`config.mk`:
```
export PLATFORM = sky130hd
export DESIGN_NAME = char_group_rsa_encrypt
export DESIGN_NICKNAME = d
export VERILOG_FILES = /design/src/hdl/cgre_pkg.sv /design/src/hdl/cgre_ctrl.sv /design/src/hdl/cgre_dp.sv /design/src/hdl/char_group_rsa_encrypt.sv
export VERILOG_INCLUDE_DIRS = /design/src /design/src/hdl
export SDC_FILE = /design/constraint.sdc
export NUM_CORES = 1
export LEC_CHECK = 0
export BUFFER_PORTS_ARGS = -buffer_cell sky130_fd_sc_hd__buf_2
export CORE_MARGIN = 5
export CORE_UTILIZATION = 54
export DETAILED_ROUTE_END_ITERATION = 8
export HOLD_SLACK_MARGIN = 0.1
export PLACE_DENSITY = 0.75
export SETUP_SLACK_MARGIN = 0.4
export SYNTH_ARGS = -nofsm -noshare
export SYNTH_HDL_FRONTEND = slang
export SYNTH_HIERARCHICAL = 1
export SYNTH_SLANG_ARGS = --single-unit
```
`constraint.sdc`:
```
create_clock -name clk -period 14.6 [get_ports clk]
set_input_delay 1.46 -clock clk [delete_from_list [all_inputs] [get_ports clk]]
set_output_delay 1.46 -clock clk [all_outputs]
set_load 0.005 [all_outputs]
```
`src/hdl/assert_macros.svh`:
```
// ----------------------------------------------------------------------------
// Assertion macros
// Shared concurrent assertion shorthands, clocked and reset-qualified.
// ----------------------------------------------------------------------------
`ifndef ASSERT_MACROS_SVH
`define ASSERT_MACROS_SVH

// Plain property check, disabled while reset is asserted.
`define CHK_ASSERT(label, clk, rst_n, prop, msg) \
	label: assert property (@(posedge clk) disable iff (!rst_n) (prop)) else $error(msg);

// Same-cycle implication.
`define CHK_IMPLIES(label, clk, rst_n, ante, cons, msg) \
	`CHK_ASSERT(label, clk, rst_n, (ante) |-> (cons), msg)

// Next-cycle implication.
`define CHK_NEXT(label, clk, rst_n, ante, cons, msg) \
	`CHK_ASSERT(label, clk, rst_n, (ante) |=> (cons), msg)

`endif

```
`src/hdl/cgre_pkg.sv`:
```
// ----------------------------------------------------------------------------
// cgre_pkg
// Constants and types shared by the character-group RSA encryption block.
// ----------------------------------------------------------------------------
package cgre_pkg;

	localparam int GROUP_CHARS = 3;
	localparam int CHAR_RADIX  = 256;
	localparam int MOD_BITS    = 18;

	localparam int BYTE_W    = 8;
	localparam int COUNT_W   = 2;
	localparam int VALUE_W   = 24;
	localparam int CFG_W     = 18;
	localparam int CFG_IDX_W = 1;
	// key registers keep only the bits the modulus width allows
	localparam int KEY_W     = (MOD_BITS < CFG_W) ? MOD_BITS : CFG_W;
	localparam int STEP_W    = $clog2(VALUE_W);
	localparam int EXP_CNT_W = $clog2(KEY_W);

	// configuration register indexes
	localparam logic [CFG_IDX_W-1:0] REG_EXPONENT = 1'b0;
	localparam logic [CFG_IDX_W-1:0] REG_MODULUS  = 1'b1;

	localparam logic [KEY_W-1:0] EXPONENT_RESET = KEY_W'(1);
	localparam logic [KEY_W-1:0] MODULUS_RESET  = KEY_W'(2);

	typedef enum logic [5:0] {
		ST_IDLE   = 6'b000001,
		ST_REDUCE = 6'b000010,
		ST_LOAD   = 6'b000100,
		ST_MUL    = 6'b001000,
		ST_COMMIT = 6'b010000,
		ST_EMIT   = 6'b100000
	} state_t;

	typedef struct packed {
		logic pack;      // take one text byte into the open group
		logic red_step;  // one bit of the base reduction
		logic mul_load;  // clear products, load multiplier scan
		logic mul_step;  // one multiplier bit for both products
		logic commit;    // take products, advance exponent
		logic emit;      // load the output register, close the group
	} dp_cmd_t;

	typedef struct packed {
		logic close;     // the offered byte closes the group
		logic out_free;  // output register can take a word
	} dp_stat_t;

endpackage

```
`src/hdl/cgre_ctrl.sv`:
```
// ----------------------------------------------------------------------------
// cgre_ctrl
// Sequencer for packing, base reduction and square-and-multiply.
// ----------------------------------------------------------------------------
`include "assert_macros.svh"

module cgre_ctrl (
	input  logic              clk,
	input  logic              arst_n,
	input  logic              in_valid,
	output logic              in_stall,
	input  cgre_pkg::dp_stat_t stat,
	output cgre_pkg::dp_cmd_t  cmd
);
	import cgre_pkg::*;

	state_t               state_q, state_d;
	logic [STEP_W-1:0]    step_cnt_q, step_cnt_d;
	logic [EXP_CNT_W-1:0] exp_cnt_q, exp_cnt_d;

	assign in_stall = (state_q != ST_IDLE);

	always_comb begin
		state_d    = state_q;
		step_cnt_d = step_cnt_q;
		exp_cnt_d  = exp_cnt_q;
		cmd        = '0;
		case (state_q)
			ST_IDLE: begin
				if (in_valid) begin
					cmd.pack = 1'b1;
					if (stat.close) begin
						state_d    = ST_REDUCE;
						step_cnt_d = STEP_W'(VALUE_W - 1);
						exp_cnt_d  = EXP_CNT_W'(KEY_W - 1);
					end
				end
			end
			ST_REDUCE: begin
				cmd.red_step = 1'b1;
				step_cnt_d   = step_cnt_q - STEP_W'(1);
				if (step_cnt_q == '0)
					state_d = ST_LOAD;
			end
			ST_LOAD: begin
				cmd.mul_load = 1'b1;
				step_cnt_d   = STEP_W'(KEY_W - 1);
				state_d      = ST_MUL;
			end
			ST_MUL: begin
				cmd.mul_step = 1'b1;
				step_cnt_d   = step_cnt_q - STEP_W'(1);
				if (step_cnt_q == '0)
					state_d = ST_COMMIT;
			end
			ST_COMMIT: begin
				cmd.commit = 1'b1;
				if (exp_cnt_q == '0) begin
					state_d = ST_EMIT;
				end else begin
					exp_cnt_d = exp_cnt_q - EXP_CNT_W'(1);
					state_d   = ST_LOAD;
				end
			end
			ST_EMIT: begin
				// hold until the output register frees up
				if (stat.out_free) begin
					cmd.emit = 1'b1;
					state_d  = ST_IDLE;
				end
			end
			default: begin
				state_d = ST_IDLE;
			end
		endcase
	end

	always_ff @(posedge clk or negedge arst_n) begin
		if (!arst_n) begin
			state_q    <= ST_IDLE;
			step_cnt_q <= '0;
			exp_cnt_q  <= '0;
		end else begin
			state_q    <= state_d;
			step_cnt_q <= step_cnt_d;
			exp_cnt_q  <= exp_cnt_d;
		end
	end

	`CHK_NEXT(a_close_starts_reduce, clk, arst_n, cmd.pack && stat.close, state_q == ST_REDUCE && step_cnt_q == STEP_W'(VALUE_W - 1), "closing byte did not start reduction")
	`CHK_NEXT(a_commit_loops, clk, arst_n, state_q == ST_COMMIT && exp_cnt_q != '0, state_q == ST_LOAD && exp_cnt_q == $past(exp_cnt_q) - EXP_CNT_W'(1), "exponent loop did not advance")

endmodule

```
`src/hdl/cgre_dp.sv`:
```
// ----------------------------------------------------------------------------
// cgre_dp
// Key registers, group packer, two bit-serial modular multipliers, output word.
// ----------------------------------------------------------------------------
`include "assert_macros.svh"

module cgre_dp (
	input  logic                          clk,
	input  logic                          arst_n,
	input  logic                          cfg_valid,
	input  logic [cgre_pkg::CFG_IDX_W-1:0] cfg_index,
	input  logic [cgre_pkg::CFG_W-1:0]     cfg_data,
	input  logic [cgre_pkg::BYTE_W-1:0]    text_byte,
	input  logic                          final_byte,
	output logic                          out_valid,
	input  logic                          out_stall,
	output logic [cgre_pkg::CFG_W-1:0]     cipher_word,
	output logic [cgre_pkg::COUNT_W-1:0]   bytes_in_group,
	input  cgre_pkg::dp_cmd_t              cmd,
	output cgre_pkg::dp_stat_t             stat
);
	import cgre_pkg::*;

	localparam logic [VALUE_W-1:0] RADIX    = VALUE_W'(CHAR_RADIX);
	localparam logic [COUNT_W-1:0] GROUP_CT = COUNT_W'(GROUP_CHARS);

	// (2r + a) mod n for r, a below n
	function automatic logic [KEY_W-1:0] mod_step(input logic [KEY_W-1:0] r,
			input logic [KEY_W-1:0] a, input logic [KEY_W-1:0] n);
		logic [KEY_W+1:0] t, n1, n2, d1, d2;
		t  = {1'b0, r, 1'b0} + {2'b00, a};
		n1 = {2'b00, n};
		n2 = {1'b0, n, 1'b0};
		d1 = t - n1;
		d2 = t - n2;
		if (t >= n2)
			return d2[KEY_W-1:0];
		else if (t >= n1)
			return d1[KEY_W-1:0];
		else
			return t[KEY_W-1:0];
	endfunction

	logic [KEY_W-1:0]   exp_q, mod_q;
	logic [VALUE_W-1:0] grp_value_q;
	logic [COUNT_W-1:0] grp_count_q;
	logic [KEY_W-1:0]   base_q, acc_q, pa_q, pb_q, scan_q, exp_sh_q;
	logic               out_valid_q;
	logic [CFG_W-1:0]   cipher_q;
	logic [COUNT_W-1:0] bytes_q;

	logic [VALUE_W-1:0] grp_next;
	logic [COUNT_W-1:0] cnt_next;
	logic               scan_bit;
	logic [KEY_W-1:0]   add_a, add_b, r_b, prod_a, prod_b;

	assign grp_next = grp_value_q * RADIX + VALUE_W'(text_byte);
	assign cnt_next = grp_count_q + COUNT_W'(1);

	assign stat.close    = (cnt_next >= GROUP_CT) || final_byte;
	assign stat.out_free = !out_valid_q || !out_stall;

	assign scan_bit = scan_q[KEY_W-1];
	assign add_a    = scan_bit ? acc_q : '0;
	// the second unit also does the reduction, one packed bit a step
	assign r_b      = cmd.red_step ? base_q : pb_q;
	assign add_b    = cmd.red_step ? KEY_W'(grp_value_q[VALUE_W-1]) :
	                  (scan_bit ? base_q : '0);
	assign prod_a   = mod_step(pa_q, add_a, mod_q);
	assign prod_b   = mod_step(r_b, add_b, mod_q);

	always_ff @(posedge clk or negedge arst_n) begin
		if (!arst_n) begin
			exp_q       <= EXPONENT_RESET;
			mod_q       <= MODULUS_RESET;
			grp_value_q <= '0;
			grp_count_q <= '0;
			out_valid_q <= 1'b0;
		end else begin
			if (cfg_valid) begin
				case (cfg_index)
					REG_EXPONENT: exp_q <= cfg_data[KEY_W-1:0];
					REG_MODULUS:  mod_q <= cfg_data[KEY_W-1:0];
					default: ;
				endcase
			end
			if (cmd.pack) begin
				grp_value_q <= grp_next;
				grp_count_q <= cnt_next;
			end else if (cmd.red_step) begin
				grp_value_q <= {grp_value_q[VALUE_W-2:0], 1'b0};
			end else if (cmd.emit) begin
				grp_value_q <= '0;
				grp_count_q <= '0;
			end
			if (cmd.emit)
				out_valid_q <= 1'b1;
			else if (out_valid_q && !out_stall)
				out_valid_q <= 1'b0;
		end
	end

	always_ff @(posedge clk) begin
		if (cmd.pack) begin
			base_q   <= '0;
			acc_q    <= KEY_W'(1);
			exp_sh_q <= exp_q;
		end
		if (cmd.red_step)
			base_q <= prod_b;
		if (cmd.mul_load) begin
			pa_q   <= '0;
			pb_q   <= '0;
			scan_q <= base_q;
		end
		if (cmd.mul_step) begin
			pa_q   <= prod_a;
			pb_q   <= prod_b;
			scan_q <= {scan_q[KEY_W-2:0], 1'b0};
		end
		if (cmd.commit) begin
			if (exp_sh_q[0])
				acc_q <= pa_q;
			base_q   <= pb_q;
			exp_sh_q <= {1'b0, exp_sh_q[KEY_W-1:1]};
		end
		if (cmd.emit) begin
			// a modulus below two gives zero
			cipher_q <= (mod_q < KEY_W'(2)) ? '0 : CFG_W'(acc_q);
			bytes_q  <= grp_count_q;
		end
	end

	assign out_valid      = out_valid_q;
	assign cipher_word    = cipher_q;
	assign bytes_in_group = bytes_q;

	`CHK_NEXT(a_emit_clears_group, clk, arst_n, cmd.emit, out_valid_q && grp_count_q == '0 && grp_value_q == '0, "emit did not load word and clear group")
	`CHK_IMPLIES(a_result_reduced, clk, arst_n, cmd.emit && mod_q >= KEY_W'(2), acc_q < mod_q, "result not below modulus")

endmodule

```
`src/hdl/char_group_rsa_encrypt.sv`:
```
// ----------------------------------------------------------------------------
// char_group_rsa_encrypt
// Packs text bytes into groups and encrypts each group as m^e mod n.
// ----------------------------------------------------------------------------
// Channel   Direction  Handshake              Payload
// in        input      in_valid / in_stall    text_byte, final_byte
// out       output     out_valid / out_stall  cipher_word, bytes_in_group
// cfg       input      cfg_valid / cfg_ready  cfg_index, cfg_data
//
// A byte that leaves its group open is packed while the block is idle.
// A closing byte starts the base reduction, then for each of the K = 18 exponent
// bits a load, multiply and commit on the two bit-serial modular multipliers,
// one multiplier bit per cycle, that form product and square together.
// in_stall stays high from a closing byte until its word enters the output
// register; a stalled output word holds that register and delays the next one.
// Reset sets exponent 1, modulus 2 and an empty group.
// ----------------------------------------------------------------------------
module char_group_rsa_encrypt (
	input  logic                          clk,
	input  logic                          arst_n,
	input  logic                          in_valid,
	output logic                          in_stall,
	input  logic [cgre_pkg::BYTE_W-1:0]    text_byte,
	input  logic                          final_byte,
	output logic                          out_valid,
	input  logic                          out_stall,
	output logic [cgre_pkg::CFG_W-1:0]     cipher_word,
	output logic [cgre_pkg::COUNT_W-1:0]   bytes_in_group,
	input  logic                          cfg_valid,
	output logic                          cfg_ready,
	input  logic [cgre_pkg::CFG_IDX_W-1:0] cfg_index,
	input  logic [cgre_pkg::CFG_W-1:0]     cfg_data
);
	import cgre_pkg::*;

	dp_cmd_t  cmd;
	dp_stat_t stat;

	assign cfg_ready = 1'b1;

	cgre_ctrl u_ctrl (
		.clk      (clk),
		.arst_n   (arst_n),
		.in_valid (in_valid),
		.in_stall (in_stall),
		.stat     (stat),
		.cmd      (cmd)
	);

	cgre_dp u_dp (
		.clk            (clk),
		.arst_n         (arst_n),
		.cfg_valid      (cfg_valid),
		.cfg_index      (cfg_index),
		.cfg_data       (cfg_data),
		.text_byte      (text_byte),
		.final_byte     (final_byte),
		.out_valid      (out_valid),
		.out_stall      (out_stall),
		.cipher_word    (cipher_word),
		.bytes_in_group (bytes_in_group),
		.cmd            (cmd),
		.stat           (stat)
	);

endmodule
```
==> reports/qor.yml <==
synth-seq-cells: 207
std_cell_rows: 60
synth-async-reset-ratio_pct: 38.2
fin_tns_setup_ns: 0
chipWidth_microns: 176
synth_cells: 1568
grt_antenna_before_repair: 0
port_buffers: 54
nets: 1743
place_hpwl_mm: 25.9
finalWeightedCongestion: 0.937
drcViolationCount: 0
crit_path_max_fanout: 77
numCtsBuffers: 24
worst-r2r-cell-count: 22
regToRegEndpoint: "u_dp/base_q[15]"
wl_per_cell_microns: 17.8
syn-cell-area_sq_um: 14900
dr.first_iter.drc_count: 1084
root_buffer: "clkbuf_16"
synth.distinct_cells: 97
grt_usage_pct: 21.8
slew_headroom_pct: 18.6
status: "finished clean"
wirelength_mm: 35.3
drive_above_1_share_pct: 13.8
hp-start: "u_dp/acc_q[4]"
seq_area_frac_synth_pct: 37.7
routed_via_density: 5.94
syn_to_final_growth_pct: 9.14
cts_buffer_depth: 3
cts_tree: "done"
max-cap-violations: 0
synth.net_count: 1717
power.density_nw_per_um2: 225
setup_slack_ns: 7.44
final-setup-viol-count: 0
cp-start-kind: "flip-flop"
dieArea_sq_um: 31000
clkLatencyLatePin_ns: 0.52
rr_startpoint: "u_ctrl/state_q[4]"
avgSynthCellArea_sq_um: 9.51
grt_max_degree: 78
cts_hold_buffers: 0
ys_warn_count: 6
critPathArrivalTime_ns: 7.43
hold_end: "u_dp/acc_q[4]"
period_minus_slack_ns: 7.16
antenna_cells: 0
first_pass_iters: 6
reg2reg_setup_slack_ns: 7.44
total_leakage_power_nw: 6.62
finalHoldViolations: 0
max_freq_mhz: 140
ys.flop_type: "edfxtp_1"
pre_cts_slack_ns: 7.49
whs_path_depth: 2
critical_path_class: "reg2reg"
drv_slew: 0
die_h_microns: 176
io_pins: 56
grt_overflow_total: 0
crit_required_ns: 14.87
htreeDepth: 1
grt_pass1_wl_mm: 56.4
vias: 11792
tightest_slew_ns: 1.22
fin_crit_sh_pct: 49.1
cts_resized: 0
coreArea_sq_um: 27100
ant_nets: 0
cp-end-kind: "flip-flop"
cts_setup_buffers: 0
synth_edf_count: 108
start_util_pct: 55.0
rsz0062_at_grt: "false"
fin_skew_ns: 0.00716
grt_pass1_vias: 10991
clk_pin_slew_ns: 0.06
clkSinkCount: 207
vdd_ir_drop_max_uv: 145
worstHoldPathType: "reg2reg"
-- through the flow --
stage | hold WS (ns) | std cells | power, mW | utilization, % | instance area [sq um]
finish | 0.477 | 1984 | 3.66 | 60.0 | 16300
global route | 0.497 | 1984 | 3.91 | 60.0 | 16300
global placement | 0.463 | 1940 | 2.95 | 57.0 | 15400
detailed placement | 0.470 | 1940 | 3.00 | 57.0 | 15400
floorplan | 0.450 | 1568 | 2.53 | - | 14900
CTS | 0.485 | 1984 | 3.63 | 60.0 | 16300
-- state kept, by name (all words and copies together), names as in the netlist, 5 cells and up --
name               flops
u_dp/pa_q             18
u_dp/exp_sh_q         18
u_dp/mod_q            18
u_dp/grp_value_q      24
u_dp/base_q           18
u_ctrl/exp_cnt_q       5
u_dp/pb_q             18
u_dp/cipher_word      18
u_dp/scan_q           18
u_ctrl/state_q         6
u_dp/exp_q            18
u_ctrl/step_cnt_q      5
u_dp/acc_q            18
-- synth_stat cells (5+ instances only) --
cell type  instances  area share [%]
a22o_1             9            0.53
a21o_1            25             1.3
ha_1             110             9.2
nor2_1            85             2.1
o21ai_0          124             4.2
edfxtp_1         108              22
o21ai_1            9            0.30
nand2b_1          37             1.6
o211ai_1          14            0.70
o31ai_1            6            0.30
and3_1            18            0.76
a31oi_1            9            0.38
or3_1              5            0.21
nor4_1             9            0.38
nor3_1            18            0.60
and2_1            47             2.0
buf_4              7            0.35
fa_1               6            0.81
a211oi_1          12            0.60
o21a_1            11            0.55
dfrtp_1           76              13
o21bai_1           9            0.45
nor3b_1           27             1.4
inv_1             64             1.6
a21oi_1          137             4.6
clkbuf_1          44             1.1
mux2_2            77             5.8
or2_2              6            0.25
xnor2_1           54             3.2
nor2b_1           28             1.2
xor2_1            31             1.8
a211o_1            5            0.29
nand2_1          146             3.7
nand3_1           27            0.91
o22ai_1            6            0.25
a2111oi_0          7            0.41
mux2i_1           25             1.7
nand4_1           10            0.42
dfxtp_1           20             2.7
buf_1              6            0.15
-- cell type report --
type / count / area, sq um
clock inverters: 10 / 90.1
well taps: 372 / 465
multi-input cells: 1231 / 8760
repair buffers: 66 / 363
clock buffers: 34 / 732
fillers: 2341 / 10800
inverters: 64 / 240
flip-flops and latches: 207 / 5620
-- where the power goes --
part           total (mW)  leakage [nW]  switching (mW)  internal (mW)
registers           0.829          2.11          0.0782          0.751
clock network       0.609         0.403           0.241          0.368
logic                2.22          4.11            1.34          0.879
-- kinds of logic (layout without fill, tap and decap cells) --
group	Yosys count	count (layout)	synth area share, %
simple gates	488	488	17.3
mux	102	102	7.49
compound gates	439	439	18.8
fa+ha+maj	116	116	10.0
other cells	1	1	0.0252
buf+inv	130	174	3.69
flops	207	207	37.7
xor+xnor	85	85	4.99
-- cells in the final DEF, fill, tap and decap left out, types with 27 or more instances in the layout --
cell	Yosys	final
nor2b_1	28	28
ha_1	110	110
nor2_1	85	84
inv_1	64	63
xor2_1	31	31
nand3_1	27	27
edfxtp_1	108	108
nand2b_1	37	37
dfrtp_1	76	76
nand2_1	146	146
a21oi_1	137	137
and2_1	47	47
xnor2_1	54	54
buf_2	4	53
clkbuf_16	0	27
nor3b_1	27	27
o21ai_0	124	124
mux2_2	77	77
-- worst max-delay path by stage --
| stage | from | end | slack, ns |
|---|---|---|---|
| detailed placement | u_ctrl/state_q[4] | u_dp/base_q[15] | 7.49 |
| global route | u_ctrl/state_q[4] | u_dp/base_q[15] | 6.94 |
| floorplan | u_ctrl/state_q[5] | u_dp/base_q[7] | 8.65 |
| CTS | u_ctrl/state_q[4] | u_dp/base_q[15] | 7.47 |
| finish | u_ctrl/state_q[4] | u_dp/base_q[15] | 7.44 |
| global placement | u_ctrl/state_q[4] | u_dp/base_q[15] | 7.58 |
-- worst max-delay path: stages, from the launching register on --
cell and delay [ns]:
dfrtp_1 0.47, nor3_1 0.32, and3_2 0.22, buf_4 0.62, mux2_2 0.29, ha_1 0.16
inv_1 0.05, fa_1 0.39, nand2b_1 0.22, a2111oi_2 0.40, nor4b_2 0.12, nor3_4 0.34
a31oi_1 0.15, xnor2_1 0.31, ha_1 0.35, a21oi_1 0.15, o21ai_0 0.14, a211o_1 0.29
o221ai_1 0.19, o2111a_1 0.88, a211oi_1 0.18, a311o_1 0.37, a32o_1 0.25
-- per-layer routing --
layer	up-vias	wire (microns)	GRT usage [%]
li1	5798	-	-
met1	5542	16600	31.5
met2	372	15700	34.7
met3	80	1990	2.59
met4	0	1020	6.63
met5	-	0	0
Power figures use the tool's default switching activity.
